===== config.mk =====
export PLATFORM = sky130hd
export DESIGN_NAME = bitmap_frame_allocator
export DESIGN_NICKNAME = d
export VERILOG_FILES = /design/src/rtl/bfa_pkg.sv /design/src/rtl/bfa_ctrl.sv /design/src/rtl/bfa_datapath.sv /design/src/rtl/bitmap_frame_allocator.sv
export SDC_FILE = /design/constraint.sdc
export NUM_CORES = 1
export LEC_CHECK = 0
export ABC_AREA = 1
export BUFFER_PORTS_ARGS = -buffer_cell sky130_fd_sc_hd__buf_2
export CORE_MARGIN = 8
export CORE_UTILIZATION = 62
export CTS_CLUSTER_SIZE = 12
export DETAILED_ROUTE_END_ITERATION = 8
export PLACE_DENSITY = 0.8
export SLEW_MARGIN = 15
export SYNTH_ARGS = -nofsm -noshare
export SYNTH_HDL_FRONTEND = slang
export SYNTH_SLANG_ARGS = --single-unit

===== constraint.sdc =====
create_clock -name clock -period 7.44 [get_ports clock]
set_clock_uncertainty 0.05 [all_clocks]
set_input_delay 0.372 -clock clock [delete_from_list [all_inputs] [get_ports clock]]
set_output_delay 0.372 -clock clock [all_outputs]
set_load 0.05 [all_outputs]

===== src/rtl/bfa_pkg.sv =====
// shared types, constants and helpers of the bitmap frame allocator
package bfa_pkg;

   // defaults of the top-level parameters
   localparam int MAX_FRAMES_DEFAULT = 256;
   localparam int MAX_BATCH_DEFAULT  = 64;

   // one map word holds the free bits of eight consecutive frames
   localparam int WORD_BITS = 8;
   localparam int BIT_W     = 3;

   // fixed field widths
   localparam int CSR_W      = 9;
   localparam int COUNT_W    = 7;
   localparam int FRAME_W    = 8;
   localparam int FREE_CNT_W = 9;

   // stream payload widths
   localparam int REQ_DATA_W = 16;
   localparam int REQ_USER_W = 1;
   localparam int RSP_DATA_W = 24;
   localparam int RSP_USER_W = 3;

   // request kinds
   localparam logic CMD_ALLOC = 1'b0;
   localparam logic CMD_FREE  = 1'b1;

   // result status codes
   localparam logic [1:0] STATUS_OK       = 2'd0;
   localparam logic [1:0] STATUS_NO_SPACE = 2'd1;
   localparam logic [1:0] STATUS_BAD_FREE = 2'd2;

   // controller to datapath
   typedef struct packed {
      logic       init_start;   // reload free total, rewind map address
      logic       init_write;   // write one initial map word, step address
      logic       accept;       // capture the request fields
      logic       rd_en;        // read a map word
      logic       rd_next;      // read at the following word address
      logic       load_word;    // take the read word as the working word
      logic       grant;        // hand out the lowest free frame of the working word
      logic       grant_wb;     // write the cleared working word back
      logic       skip_word;    // write back the empty working word, step address
      logic       single;       // produce a lone result
      logic [1:0] single_code;  // its status
      logic       free_commit;  // set the released frame's bit
   } bfa_cmd_type;

   // datapath to controller
   typedef struct packed {
      logic init_last;
      logic is_free;
      logic count_zero;
      logic count_bad;
      logic word_empty;
      logic last_grant;
      logic free_bad;
      logic out_ready;
   } bfa_stat_type;

   // index of the lowest set bit of a map word
   function automatic logic [BIT_W-1:0] lowest_set(input logic [WORD_BITS-1:0] word);
      logic [BIT_W-1:0] idx;
      idx = '0;
      for (int b = WORD_BITS - 1; b >= 0; b--) begin
         if (word[b]) begin
            idx = BIT_W'(b);
         end
      end
      return idx;
   endfunction

endpackage


===== src/rtl/bfa_ctrl.sv =====
// controller state machine of the bitmap frame allocator
module bfa_ctrl (
   input  logic                clock,
   input  logic                reset,
   input  logic                csr_we,
   input  logic                req_tvalid,
   output logic                req_tready,
   input  bfa_pkg::bfa_stat_type stat,
   output bfa_pkg::bfa_cmd_type  cmd
);
   import bfa_pkg::*;

   localparam logic [2:0] S_INIT_START = 3'd0;
   localparam logic [2:0] S_INIT       = 3'd1;
   localparam logic [2:0] S_IDLE       = 3'd2;
   localparam logic [2:0] S_DECIDE     = 3'd3;
   localparam logic [2:0] S_LOAD       = 3'd4;
   localparam logic [2:0] S_SCAN       = 3'd5;
   localparam logic [2:0] S_FREE_CHK   = 3'd6;

   logic [2:0] state_ff;
   logic [2:0] state_in;

   always_comb begin
      cmd        = '0;
      state_in   = state_ff;
      req_tready = 1'b0;
      unique case (state_ff)
         S_INIT_START: begin
            cmd.init_start = 1'b1;
            state_in       = S_INIT;
         end
         S_INIT: begin
            cmd.init_write = 1'b1;
            if (stat.init_last) begin
               state_in = S_IDLE;
            end
         end
         S_IDLE: begin
            req_tready = !csr_we;
            if (req_tvalid && !csr_we) begin
               cmd.accept = 1'b1;
               state_in   = S_DECIDE;
            end
         end
         S_DECIDE: begin
            if (stat.is_free) begin
               cmd.rd_en = 1'b1;
               state_in  = S_FREE_CHK;
            end else if (stat.count_zero || stat.count_bad) begin
               if (stat.out_ready) begin
                  cmd.single      = 1'b1;
                  cmd.single_code = stat.count_zero ? STATUS_OK : STATUS_NO_SPACE;
                  state_in        = S_IDLE;
               end
            end else begin
               cmd.rd_en = 1'b1;
               state_in  = S_LOAD;
            end
         end
         S_LOAD: begin
            cmd.load_word = 1'b1;
            state_in      = S_SCAN;
         end
         S_SCAN: begin
            if (stat.word_empty) begin
               cmd.skip_word = 1'b1;
               cmd.rd_en     = 1'b1;
               cmd.rd_next   = 1'b1;
               state_in      = S_LOAD;
            end else if (stat.out_ready) begin
               cmd.grant = 1'b1;
               if (stat.last_grant) begin
                  cmd.grant_wb = 1'b1;
                  state_in     = S_IDLE;
               end
            end
         end
         S_FREE_CHK: begin
            if (stat.out_ready) begin
               cmd.single      = 1'b1;
               cmd.single_code = stat.free_bad ? STATUS_BAD_FREE : STATUS_OK;
               cmd.free_commit = !stat.free_bad;
               state_in        = S_IDLE;
            end
         end
         default: begin
            state_in = S_INIT_START;
         end
      endcase
      if (csr_we) begin
         state_in = S_INIT_START;
      end
   end

   always_ff @(posedge clock) begin
      if (reset) begin
         state_ff <= S_INIT_START;
      end else begin
         state_ff <= state_in;
      end
   end

endmodule


===== src/rtl/bfa_datapath.sv =====
// datapath of the bitmap frame allocator: free map memory, counters, result register
module bfa_datapath #(
   parameter int MAX_FRAMES = bfa_pkg::MAX_FRAMES_DEFAULT,
   parameter int MAX_BATCH  = bfa_pkg::MAX_BATCH_DEFAULT
) (
   input  logic                            clock,
   input  logic                            reset,
   input  logic                            csr_we,
   input  logic [bfa_pkg::CSR_W-1:0]       csr_wdata,
   input  logic [bfa_pkg::REQ_DATA_W-1:0]  req_tdata,
   input  logic [bfa_pkg::REQ_USER_W-1:0]  req_tuser,
   output logic                            rsp_tvalid,
   input  logic                            rsp_tready,
   output logic [bfa_pkg::RSP_DATA_W-1:0]  rsp_tdata,
   output logic [bfa_pkg::RSP_USER_W-1:0]  rsp_tuser,
   output logic                            rsp_tlast,
   input  bfa_pkg::bfa_cmd_type            cmd,
   output bfa_pkg::bfa_stat_type           stat
);
   import bfa_pkg::*;

   localparam int DEPTH   = (MAX_FRAMES + WORD_BITS - 1) / WORD_BITS;
   localparam int ADDR_W  = (DEPTH > 1) ? $clog2(DEPTH) : 1;
   localparam int TOTAL_W = $clog2(MAX_FRAMES + 1);

   // free map, one bit per frame
   logic [WORD_BITS-1:0] map_mem [DEPTH];

   logic [TOTAL_W-1:0]   num_frames_ff;
   logic [TOTAL_W-1:0]   free_total_ff, free_total_in;
   logic [ADDR_W-1:0]    addr_ff, addr_in;
   logic [COUNT_W-1:0]   rem_ff;
   logic                 op_ff;
   logic [COUNT_W-1:0]   count_ff;
   logic [FRAME_W-1:0]   fin_ff;
   logic [WORD_BITS-1:0] cur_word_ff;
   logic [WORD_BITS-1:0] rd_data_ff;

   logic                  rsp_valid_ff;
   logic [FRAME_W-1:0]    rsp_frame_ff;
   logic                  rsp_fvalid_ff;
   logic [1:0]            rsp_status_ff;
   logic                  rsp_last_ff;
   logic [FREE_CNT_W-1:0] rsp_free_ff;

   logic [TOTAL_W-1:0]   csr_sat;
   logic [WORD_BITS-1:0] init_word;
   logic [BIT_W-1:0]     grant_bit;
   logic [WORD_BITS-1:0] grant_mask;
   logic [WORD_BITS-1:0] cleared_word;
   logic [WORD_BITS-1:0] free_mask;
   logic                 wr_en;
   logic [WORD_BITS-1:0] wr_data;
   logic [ADDR_W-1:0]    rd_addr;
   logic                 out_ready;
   logic                 rsp_load;

   // register value saturated into 1..MAX_FRAMES
   always_comb begin
      if (csr_wdata == '0) begin
         csr_sat = TOTAL_W'(1);
      end else if (32'(csr_wdata) > 32'(MAX_FRAMES)) begin
         csr_sat = TOTAL_W'(MAX_FRAMES);
      end else begin
         csr_sat = TOTAL_W'(csr_wdata);
      end
   end

   always_comb begin
      for (int b = 0; b < WORD_BITS; b++) begin
         init_word[b] = 32'({addr_ff, BIT_W'(b)}) < 32'(num_frames_ff);
      end
   end

   assign grant_bit    = lowest_set(cur_word_ff);
   assign grant_mask   = WORD_BITS'(1) << grant_bit;
   assign cleared_word = cur_word_ff & ~grant_mask;
   assign free_mask    = WORD_BITS'(1) << fin_ff[BIT_W-1:0];
   assign out_ready    = !rsp_valid_ff || rsp_tready;
   assign rsp_load     = cmd.grant || cmd.single;

   assign stat.init_last  = addr_ff == ADDR_W'(DEPTH - 1);
   assign stat.is_free    = op_ff == CMD_FREE;
   assign stat.count_zero = count_ff == '0;
   assign stat.count_bad  = (32'(count_ff) > 32'(MAX_BATCH)) ||
                            (32'(count_ff) > 32'(free_total_ff));
   assign stat.word_empty = cur_word_ff == '0;
   assign stat.last_grant = rem_ff == COUNT_W'(1);
   assign stat.free_bad   = (32'(fin_ff) >= 32'(num_frames_ff)) ||
                            ((rd_data_ff & free_mask) != '0);
   assign stat.out_ready  = out_ready;

   assign wr_en   = cmd.init_write || cmd.skip_word || cmd.grant_wb || cmd.free_commit;
   assign rd_addr = cmd.rd_next ? ADDR_W'(addr_ff + 1'b1) : addr_ff;

   always_comb begin
      priority if (cmd.init_write) begin
         wr_data = init_word;
      end else if (cmd.skip_word) begin
         wr_data = cur_word_ff;
      end else if (cmd.grant_wb) begin
         wr_data = cleared_word;
      end else begin
         wr_data = rd_data_ff | free_mask;
      end
   end

   always_ff @(posedge clock) begin
      if (wr_en) begin
         map_mem[addr_ff] <= wr_data;
      end
      if (cmd.rd_en) begin
         rd_data_ff <= map_mem[rd_addr];
      end
   end

   always_comb begin
      addr_in = addr_ff;
      if (cmd.init_start) begin
         addr_in = '0;
      end else if (cmd.init_write || cmd.skip_word) begin
         addr_in = ADDR_W'(addr_ff + 1'b1);
      end else if (cmd.accept) begin
         addr_in = (req_tuser[0] == CMD_FREE) ?
                   ADDR_W'(req_tdata[COUNT_W+FRAME_W-1:COUNT_W+BIT_W]) : '0;
      end
   end

   always_comb begin
      free_total_in = free_total_ff;
      if (cmd.init_start) begin
         free_total_in = num_frames_ff;
      end else if (cmd.grant) begin
         free_total_in = free_total_ff - 1'b1;
      end else if (cmd.free_commit) begin
         free_total_in = free_total_ff + 1'b1;
      end
   end

   always_ff @(posedge clock) begin
      if (reset) begin
         num_frames_ff <= TOTAL_W'(MAX_FRAMES);
         free_total_ff <= TOTAL_W'(MAX_FRAMES);
         rsp_valid_ff  <= 1'b0;
      end else begin
         if (csr_we) begin
            num_frames_ff <= csr_sat;
         end
         free_total_ff <= free_total_in;
         if (rsp_load) begin
            rsp_valid_ff <= 1'b1;
         end else if (rsp_tready) begin
            rsp_valid_ff <= 1'b0;
         end
      end
   end

   always_ff @(posedge clock) begin
      addr_ff <= addr_in;
      if (cmd.accept) begin
         op_ff    <= req_tuser[0];
         count_ff <= req_tdata[COUNT_W-1:0];
         fin_ff   <= req_tdata[COUNT_W+FRAME_W-1:COUNT_W];
         rem_ff   <= req_tdata[COUNT_W-1:0];
      end else if (cmd.grant) begin
         rem_ff <= rem_ff - 1'b1;
      end
      if (cmd.load_word) begin
         cur_word_ff <= rd_data_ff;
      end else if (cmd.grant) begin
         cur_word_ff <= cleared_word;
      end
      if (cmd.grant) begin
         rsp_frame_ff  <= FRAME_W'({addr_ff, grant_bit});
         rsp_fvalid_ff <= 1'b1;
         rsp_status_ff <= STATUS_OK;
         rsp_last_ff   <= stat.last_grant;
         rsp_free_ff   <= FREE_CNT_W'(free_total_in);
      end else if (cmd.single) begin
         rsp_frame_ff  <= '0;
         rsp_fvalid_ff <= 1'b0;
         rsp_status_ff <= cmd.single_code;
         rsp_last_ff   <= 1'b1;
         rsp_free_ff   <= FREE_CNT_W'(free_total_in);
      end
   end

   assign rsp_tvalid = rsp_valid_ff;
   assign rsp_tdata  = {(RSP_DATA_W - FRAME_W - FREE_CNT_W)'(0), rsp_free_ff, rsp_frame_ff};
   assign rsp_tuser  = {rsp_status_ff, rsp_fvalid_ff};
   assign rsp_tlast  = rsp_last_ff;

`ifndef SYNTHESIS
   a_total_bound: assert property (@(posedge clock) disable iff (reset)
      !cmd.init_start |-> (free_total_ff <= num_frames_ff))
      else $error("free total exceeds managed frames");

   a_grant_ok: assert property (@(posedge clock) disable iff (reset)
      cmd.grant |-> ((cur_word_ff != '0) && out_ready))
      else $error("grant from empty word or into a full result register");

   a_grant_count: assert property (@(posedge clock) disable iff (reset)
      cmd.grant |=> (free_total_ff == $past(free_total_ff) - 1'b1))
      else $error("free total not decremented on grant");

   a_grant_last: assert property (@(posedge clock) disable iff (reset)
      (cmd.grant && stat.last_grant) |=> (rsp_valid_ff && rsp_last_ff))
      else $error("final grant not marked last");
`endif

endmodule


===== src/rtl/bitmap_frame_allocator.sv =====
// top level of the bitmap page-frame allocator
// Hands out page frames from a free map of one bit per frame, kept in an on-chip memory of
// eight-frame words, with a running free-frame count. A free item (tuser 1) goes through one
// map read and one check, then the result is loaded. An allocate item (tuser 0) asking for N
// frames is first decided, then walks the map word by word from frame 0, reading and
// inspecting each word visited and granting the frames it finds; zero-frame and refused
// requests end with a lone result after the decision. A request is finished before the
// next is taken. The single memory port and the word-at-a-time priority search set the
// pace of the walk. After reset and after every write of num_frames the map is rebuilt by
// a sweep over all ceil(MAX_FRAMES/8) map words during which no request is taken. Results
// go through an output register; back-pressure on the result side holds the sequencer
// whenever it has a result to load, which also stalls the request side.
module bitmap_frame_allocator #(
   parameter int MAX_FRAMES = bfa_pkg::MAX_FRAMES_DEFAULT,  // frames in the map
   parameter int MAX_BATCH  = bfa_pkg::MAX_BATCH_DEFAULT    // largest allocate request
) (
   input  logic                            clock,
   input  logic                            reset,
   // num_frames register
   input  logic                            csr_we,
   input  logic [bfa_pkg::CSR_W-1:0]       csr_wdata,
   // request stream
   input  logic                            req_tvalid,
   output logic                            req_tready,
   input  logic [bfa_pkg::REQ_DATA_W-1:0]  req_tdata,   // alloc_count[6:0], frame_number_in[14:7]
   input  logic [bfa_pkg::REQ_USER_W-1:0]  req_tuser,   // cmd[0]
   // result stream
   output logic                            rsp_tvalid,
   input  logic                            rsp_tready,
   output logic [bfa_pkg::RSP_DATA_W-1:0]  rsp_tdata,   // frame_number[7:0], free_count[16:8]
   output logic [bfa_pkg::RSP_USER_W-1:0]  rsp_tuser,   // frame_valid[0], status[2:1]
   output logic                            rsp_tlast    // last result of the request
);
   import bfa_pkg::*;

   // command and status between sequencer and datapath
   bfa_cmd_type  cmd;
   bfa_stat_type stat;

   // sequencer: init sweep, request decode, word-by-word search
   bfa_ctrl u_ctrl (
      .clock      (clock),
      .reset      (reset),
      .csr_we     (csr_we),
      .req_tvalid (req_tvalid),
      .req_tready (req_tready),
      .stat       (stat),
      .cmd        (cmd)
   );

   // map memory, counters and the result register
   bfa_datapath #(
      .MAX_FRAMES (MAX_FRAMES),
      .MAX_BATCH  (MAX_BATCH)
   ) u_datapath (
      .clock      (clock),
      .reset      (reset),
      .csr_we     (csr_we),
      .csr_wdata  (csr_wdata),
      .req_tdata  (req_tdata),
      .req_tuser  (req_tuser),
      .rsp_tvalid (rsp_tvalid),
      .rsp_tready (rsp_tready),
      .rsp_tdata  (rsp_tdata),
      .rsp_tuser  (rsp_tuser),
      .rsp_tlast  (rsp_tlast),
      .cmd        (cmd),
      .stat       (stat)
   );

endmodule


* After elaboration in Yosys (flattened, before gate mapping)
Memories as Yosys holds them, arrays and structs flattened. A register that Yosys moved wholly into a read port is not among the register bits.
Index checks and enable logic that the tools add are counted.
** Word-level totals
- Flip-flop bits (word level) :: 79
- Bits in latches :: 0
- Memory bits (writable) :: 256
- ROM bits :: 0
- Bits of input ports :: 31
- Output and inout port bits :: 30
- Word-level logic and storage cells :: 141
- Memories :: 1
** Memory list
- u_datapath.map_mem :: depth 32, bits a word 8, rd ports 1, clocked after memory_dff 1, write ports 1, RTL line bfa_datapath.sv:27 : logic [WORD_BITS-1:0] map_mem [DEPTH];
** Cells by class
- Add/sub/neg operators :: 4
- Multipliers :: 0
- Div/mod/pow operators :: 0
- Magnitude comparators :: 12
- Equality and inequality tests :: 12
- Shift operators :: 2
- Muxes and demuxes :: 67
- Bitwise gates (word level) :: 4
- Reductions and logical operators :: 24
** Operators with widths (number)
- $lt 8x9->1 :: 8
- $mux 9 :: 7
- $mux 3 :: 20
- $mux 8 :: 7
- $pmux 3 s7 :: 1
- $mux 5 :: 4
- $mux 1 :: 19
- $and 8x8->8 :: 2
- $shl 1x3->8 const A :: 2
- $mux 7 :: 2
- $reduce_bool 2->1 :: 5
- $add 9x1->9 const B :: 1
- $eq 3x3->1 const B :: 3
- $ge 8x9->1 :: 1
- $gt 7x9->1 :: 1
- $gt 9x9->1 const B :: 1
- $logic_not 9->1 :: 1
- $sub 9x1->9 const B :: 1
- $logic_not 8->1 :: 1
- $logic_or 1x1->1 :: 8
- $mux 2 :: 4
- $not 8->8 :: 1
- $or 8x8->8 :: 1
- $reduce_bool 8->1 :: 1
- other kinds (20) :: 23

* Longest topological paths before layout
Gate-level depths: netlist of run 1.
- Word-level depth :: 14
- Mapped depth :: 17
- Gate-level depth less buffers :: 17

* Modules after synthesis
A second synthesis of run 1 with hierarchy kept.
** Unflattened totals
- Cell total of the unflattened synthesis :: 1566
- Area, all modules :: 15861.5 sq um
** By module, submodules not included
- bfa_datapath :: times used 1, cells an instance 1490, area an instance 15461.1 sq um, seq. area each 9939.5 sq um
- bfa_ctrl :: times used 1, cells an instance 76, area an instance 400.4 sq um, seq. area each 60.1 sq um

* Worst setup path before layout of run 1
No wires, ideal clock.
- Kind :: register to register
- Start :: reg u_ctrl.state_ff[0]
- End :: reg u_datapath.rem_ff[0], data pin
- Setup time :: 290 ps
- Arrival time :: 2894 ps
- Required time :: 7100 ps
- Slack :: 4206 ps
- Cell stages (with the launch flop) :: 9
- Buffers on the path :: 2
- Clock period less this slack :: 3234 ps
- Path through :: dfxtp_1 -> inv_2 -> nand2_1 -> nor3_1 -> nand2_1 -> inv_1 -> clkbuf_1 -> buf_1 -> o21ai_0
** RTL lines
- start: declaration :: RTL line bfa_ctrl.sv:21 : logic [2:0] state_ff;
- start signal: assignment :: RTL line bfa_ctrl.sv:100 : state_ff <= state_in;
- end signal: assignment :: RTL line bfa_datapath.sv:164 : rem_ff <= req_tdata[COUNT_W-1:0];
- end signal: assignment :: RTL line bfa_datapath.sv:166 : rem_ff <= rem_ff - 1'b1;
- end: declaration :: RTL line bfa_datapath.sv:32 : logic [COUNT_W-1:0] rem_ff;

* Worst setup path in the final report of run 1
- Start :: reg u_datapath.cur_word_ff[4]
- End :: reg u_datapath.rd_data_ff[1] (read register of u_datapath.map_mem), data pin
** Between the ends
- Cells in the longest elaborated chain, start to end :: 4
- Elaborated cells between the ends (all ways) :: 5
- Classes of those cells :: 4 x mux; 1 x reduce/logical
** RTL lines
- start: declaration :: RTL line bfa_datapath.sv:36 : logic [WORD_BITS-1:0] cur_word_ff;
- start signal: assignment :: RTL line bfa_datapath.sv:169 : cur_word_ff <= rd_data_ff;
- start signal: assignment :: RTL line bfa_datapath.sv:171 : cur_word_ff <= cleared_word;
- $logic_not 8->1 (*) :: RTL line bfa_datapath.sv:87 : assign stat.word_empty = cur_word_ff == '0;
- $mux 2 (*) :: RTL line bfa_ctrl.sv:66 : if (stat.word_empty) begin
- $mux 1 :: RTL line bfa_ctrl.sv:28 : unique case (state_ff)
- $mux 5 :: RTL line bfa_datapath.sv:94 : assign rd_addr = cmd.rd_next ? ADDR_W'(addr_ff + 1'b1) : addr_ff;
- end: declaration :: RTL line bfa_datapath.sv:37 : logic [WORD_BITS-1:0] rd_data_ff;
Mark *: on every way between the ends. The rest lies on a longest branch, timed or not.
A chain may end at the register's enable or synchronous reset.

==> results of run 1 <==
## registers in the layout (all words and copies together), names as in the netlist
register	cells
u_datapath.map_mem	256
u_datapath.free_total_ff	9
u_datapath.num_frames_ff	9
u_datapath.rsp_free_ff	9
u_datapath.cur_word_ff	8
u_datapath.fin_ff	8
u_datapath.rd_data_ff	8
u_datapath.rsp_frame_ff	8
u_datapath.count_ff	7
u_datapath.rem_ff	7
u_datapath.addr_ff	5
u_ctrl.state_ff	3
u_datapath.rsp_status_ff	2
u_datapath.op_ff	1
u_datapath.rsp_fvalid_ff	1
u_datapath.rsp_tlast	1
u_datapath.rsp_tvalid	1
## stage by stage
step	instances	worst slack [ns]	power (mW)
after CTS	2190	3.431	4.138
after detailed placement	2124	3.466	2.501
after global placement	2124	3.566	2.493
after floorplan	1790	4.206	2.397
final	2191	3.338	4.126
after global routing	2191	3.051	4.244
## placed cells by master (no fill, tap or decap), types with 9 or more instances in the layout
cell type	instances
nand2_1	408
inv_1	342
nand3_1	330
edfxtp_1	313
nor2_1	88
buf_2	52
clkbuf_16	38
o21ai_0	36
ha_1	30
dfxtp_1	30
a21oi_1	24
nand4_1	18
nor3_1	16
buf_4	15
dlygate4sd3_1	14
nand2_2	10
xor2_1	9
## what timing repair did
| item | 4_1_cts | 5_1_grt |
|---|---|---|
| setup buffers | 0 | 0 |
| gates resized for setup | 0 | 0 |
| hold buffers | 14 | 0 |
| setup endpoints to repair | 0 | 0 |
| endpoints found under the hold margin | 14 | 0 |
## power groups by stage
stage | Combinational [mW] | Clock [mW] | Sequential [mW]
after floorplan | 0.206 | 0 | 2.19
final | 0.324 | 1.65 | 2.15
after detailed placement | 0.312 | 0 | 2.19
after global placement | 0.304 | 0 | 2.19
after CTS | 0.319 | 1.67 | 2.15
after global routing | 0.356 | 1.74 | 2.15
## metal layers
metal	global-route usage	vias to the layer above	wire length, µm
li1	-	5912	-
met2	0.3982	604	18500
met1	0.3251	5677	16050
met5	0	-	0
met4	0.09103	0	1166
met3	0.04355	92	3786
## worst max-delay path by stage
stage,slack (ns),depth (start not counted),end,startpoint
floorplan,4.21,8,u_datapath.rem_ff[0]$_DFFE_PP_,u_ctrl.state_ff[0]$_SDFFE_PP0P_
global placement,3.57,14,u_datapath.rd_data_ff[1]$_DFFE_PP_,u_datapath.cur_word_ff[2]$_DFFE_PP_
detailed placement,3.47,14,u_datapath.rd_data_ff[1]$_DFFE_PP_,u_datapath.cur_word_ff[4]$_DFFE_PP_
CTS,3.43,14,u_datapath.rd_data_ff[1]$_DFFE_PP_,u_datapath.cur_word_ff[4]$_DFFE_PP_
global route,3.05,14,u_datapath.rd_data_ff[1]$_DFFE_PP_,u_datapath.cur_word_ff[4]$_DFFE_PP_
finish,3.34,14,u_datapath.rd_data_ff[1]$_DFFE_PP_,u_datapath.cur_word_ff[4]$_DFFE_PP_
## cell type report
cell class	instances	share of cell area
flip-flops and latches	343	0.5474
multi-input cells	1024	0.2713
inverters	349	0.07172
clock buffers	43	0.05363
repair buffers	81	0.02808
well taps	341	0.02336
clock inverters	9	0.004315
diodes	1	0.0001370
## logic make-up (layout without fill, tap and decap cells)
kind of cell / after synthesis / after routing
AOI/OAI and AO/OA: 85 / 85
xor gates and xnor gates: 11 / 11
adders and majority gates: 30 / 30
buffers and inverters: 423 / 482
DFF: 343 / 343
other: 1 / 8
and+or+nand+nor: 891 / 891
## worst max-delay path, cell delays in order, from the launching register on
cell,delay [ns]
edfxtp_1,0.42
nor2_1,0.20
nand2_2,0.12
nor2_8,0.16
nand2_4,0.19
nand2_2,0.74
nand2_4,0.70
buf_4,0.52
nand2_1,0.11
nand3_1,0.07
nand3_1,0.13
nand3_1,0.20
nand2_1,0.14
nand2_1,0.06
nand2_1,0.07
==> flow_summary.ini, run 1 <==
[floorplan]
rows = 60
io_pins = 61
dieArea_mm2 = 0.03230
die_h_um = 179.7
core_mm2 = 0.02665
die_w_um = 179.7
start_util = 0.6236

[finish]
area_delta_synth_final_pct = 9.916
utilization = 0.6854
nNetsFinal = 1896
multi_input_area_mm2 = 0.004956
drive_gt1_frac = 0.08004
fill_cells = 1956
seq_area_mm2 = 0.01000
fin_area_mm2 = 0.01827

[power]
p_leak_nw = 8.027
p_sw_uw = 940.1
comb_power_share = 0.078
p_int_mw = 3.186
ir_worst_vdd_uv = 205.4
swShare = 0.2279
p_seq_frac = 0.521
pwr-share-clk = 0.401
power_density_mw_per_mm2 = 225.9

[sta]
max_freq_mhz = 243.8
slew_violations = 0
tightestPinTransition_ns = 1.219
period_needed_ns = 4.102
hold_ws_ns = 0.01602
rsz0062_at_grt = false
hold_viol_final = 0
tns_ns = 0
finalSetupViolations = 0
finalCritPeriodShare = 0.5513
relSlewSlack = 0.1868

[synth]
ys_warn_count = 0
synthSimpleGateAreaFrac = 0.2372
synth_ff_type = edfxtp_1
synthXorXnorAreaFrac = 0.005797
yosysSeqAreaShare = 0.6017
yosys.cell_count.top_type = nand2_1
synth_fa_ha_area_frac = 0.02259
synth_top_area_cell = edfxtp_1
synth.area.top_cells = edfxtp_1 57%, nand3_1 9.9%, nand2_1 9.2%, inv_1 7.7%, dfxtp_1 3.6%
synth_compound_area_frac = 0.02981
synth_mux_area_frac = 0
netlist_instances = 1784
synth.avg_cell_area_um2 = 9.315
ys_seq_elements = 343
ys_types = 42
synth_area_mm2 = 0.01662
synth-edff-count = 313
synth_common_cells = 408 x nand2_1, 342 x inv_1, 330 x nand3_1
synth.top_cell.area_share = 0.5656
synth_top_family_by_area = simple AND/OR/NAND/NOR gates
synthArstFlopShare = 0

[route]
vias = 12285
drc = 0
vias_per_cell = 5.607
firstDrtPassIters = 5
ant_nets = 0
wl_per_cell_um = 18.03
drt_iter0_drc = 1196
drt_wl_total_um = 39500

[setup_path]
reg2reg_slack_ns = 3.34
worstSetupPathType = reg -> reg
reg2reg_from = u_datapath.cur_word_ff[4]$_DFFE_PP_
critPathLaunchType = flip-flop
cp_max_fo = 71
required_ns = 7.78
cp-end-kind = flip-flop
reg2reg_to = u_datapath.rd_data_ff[1]$_DFFE_PP_
cp.arrival_ns = 4.44
reg2regPathDepth = 14

[grt]
grt_overflow = 0
grt_pass1_vias = 11809
grtUsageTotal = 0.2444
antenna_found_initial = 1
grt_max_degree = 78
grt_pass1_wl_um = 62930

[clock_tree]
cts_buffer_depth = 3
cts.reportedPaths.clkPinSlew_ns = 0.06
clock-root-buffer = clkbuf_16
htree_levels = 2
cts_tree = done
numCtsBuffers = 36
clock_latency_ns = 0.52
cts.sinks = 343

[placed_design]
hpwl_um = 25240
gp_congestion = 0.9299
placed_area_mm2 = 0.01707
io_buffers = 52

[hold_path]
hp-start = req_tdata[5]
hold_path.class = in -> reg
min_path_cells = 1
hold_path_end = u_datapath.count_ff[5]$_DFFE_PP_

[status]
outcome = finished clean

[job]
maxCapViolations = 0
No activity file was read; power rests on OpenSTA's default activity.
==> run 2: changes to the inputs <==
Settings changed: CORE_UTILIZATION 62 to 56, PLACE_DENSITY 0.8 to 0.76.
Clock period 7.44 ns to 3.4 ns, I/O delays scaled along.
==> run 2 against run 1 <==
Against the previous run:
- non-clock buffer count rose by 71
- via count is 2.5% higher
- clock power is 120% higher
- global-route usage decreased by 1.6 points
- sequential power up 120%
- maximum frequency is 31% higher
- die area increased by 9.7%
- combinational power up 140%
- register-to-register slack worse by 3.1 ns
- sequential share of layout area decreased by 2.0 points
- wire length up 4.1%
- critical path type unchanged
==> flow_summary.ini, run 2 (same netlist as run 1, synthesis figures left out) <==
[grt]
grt_pass1_wl_um = 64630
antenna_found_initial = 0
grt_overflow = 0
grt_max_degree = 84
grt_pass1_vias = 11860
grtUsageTotal = 0.2287

[floorplan]
rows = 63
start_util = 0.5652
io_pins = 61
core_mm2 = 0.02940
die_h_um = 188.3
dieArea_mm2 = 0.03544
die_w_um = 188.3

[route]
vias = 12592
firstDrtPassIters = 5
ant_nets = 0
wl_per_cell_um = 17.74
vias_per_cell = 5.430
drt_iter0_drc = 1552
drc = 0
drt_wl_total_um = 41140

[finish]
final_common_cell = nand2_1
antennaDiodeCount = 0
area_delta_synth_final_pct = 14.12
final_cell_mix = 408 x nand2_1, 342 x inv_1, 330 x nand3_1
nNetsFinal = 1968
largest_register = u_datapath.map_mem
largest_reg_flops = 256
drive_gt1_frac = 0.1032

[sta]
max_freq_mhz = 318.6
finalCritPeriodShare = 0.9232
finalSetupViolations = 0
tns_ns = 0
hold_viol_final = 0
tightestPinTransition_ns = 1.192
slew_violations = 0
relSlewSlack = 0.2055
hold_ws_ns = 0.3251
rsz0062_at_grt = false
period_needed_ns = 3.139

[setup_path]
worstSetupPathType = reg -> reg
slowest_delay_ns = 0.64
cp_num_cells = 11
crit_family = simple AND/OR/NAND/NOR gates
cp.arrival_ns = 3.36
reg2regPathDepth = 11
slowest_stage = o2111ai_2
path_cells = nor2_2 -> nand2_2 -> nor2_8 -> nand2_4 -> inv_1 -> nor2_2 -> nand2_1 -> inv_2 -> o21ai_0 -> o2111ai_2 -> buf_4
cpMostUsedCell = nor2_2
cp-end-kind = flip-flop
cp_num_buf_inv = 3
critPathLaunchType = flip-flop
required_ns = 3.62
cp_max_fo = 20

[clock_tree]
cts_buffer_depth = 3
numCtsBuffers = 37
cts.reportedPaths.clkPinSlew_ns = 0.06
cts_tree = done
cts_setup_buffers = 0
cts_hold_buf = 34
clock-root-buffer = clkbuf_16
clock_latency_ns = 0.54
cts.sinks = 343
htree_levels = 2
cts_resized = 0

[job]
maxCapViolations = 0

[status]
outcome = finished clean

[hold_path]
min_path_cells = 2
hold_path.class = in -> reg

[power]
p_leak_nw = 8.389
power_mw = 9.120
power_density_mw_per_mm2 = 480.9
ir_worst_vdd_uv = 495.7

[placed_design]
gp_congestion = 0.9253
io_buffers = 52
hpwl_um = 27260
[run 2: where the power goes]
group          internal (mW)  total [mW]  leakage (nW)  switching (mW)
sequential              4.68        4.70          3.08          0.0237
clock                   2.06        3.65         0.529            1.59
combinational          0.221       0.770          4.78           0.549
total                   6.96        9.12          8.39            2.16
[run 2: layer usage]
metal	vias up	part of all wire	global-route usage
met5	-	0	0
met4	0	0.024	0.06727
met3	67	0.092	0.03937
met2	617	0.46	0.3625
met1	5850	0.42	0.3197
li1	6058	-	-
[run 2: worst register-to-register path: cells and delay by family (launching register included)]
family	cells	cell delay (ns)
and+or+nand+nor	6	1.02
AOI/OAI and AO/OA	2	0.73
buffers and inverters	3	0.66
DFF	1	0.40
[run 2: path summary, 6_finish.rpt]
path                                              start  slack, ns                               endpoint
setup / recovery    u_datapath.cur_word_ff[0]$_DFFE_PP_       0.26    u_datapath.map_mem[13][2]$_DFFE_PP_
setup reg to reg    u_datapath.cur_word_ff[0]$_DFFE_PP_       0.26    u_datapath.map_mem[13][2]$_DFFE_PP_
hold / removal                             req_tdata[2]       0.33       u_datapath.count_ff[2]$_DFFE_PP_
hold reg to reg   u_datapath.rsp_fvalid_ff$_SDFFE_PP1P_       0.39  u_datapath.rsp_fvalid_ff$_SDFFE_PP1P_
[run 2: metrics by stage]
stage               utilization  worst slack (ns)  instance area [µm²]  std cells
floorplan                     -            0.1660                16640       1790
global placement         0.5968            0.3617                17550       2224
detailed placement       0.5968            0.3565                17550       2224
CTS                      0.6450            0.3144                18970       2319
global route             0.6450            0.1052                18970       2319
finish                   0.6450            0.2612                18970       2319
[run 2: final cells by class]
cell class / instances / area (µm²)
clock buffer: 48 / 988.4
clock inverter: 13 / 90.09
fill: 2283 / 10440
inverter: 349 / 1310
multi-input combinational: 1024 / 4956
sequential: 343 / 10000
tap: 390 / 488.0
timing repair buffer: 152 / 1134
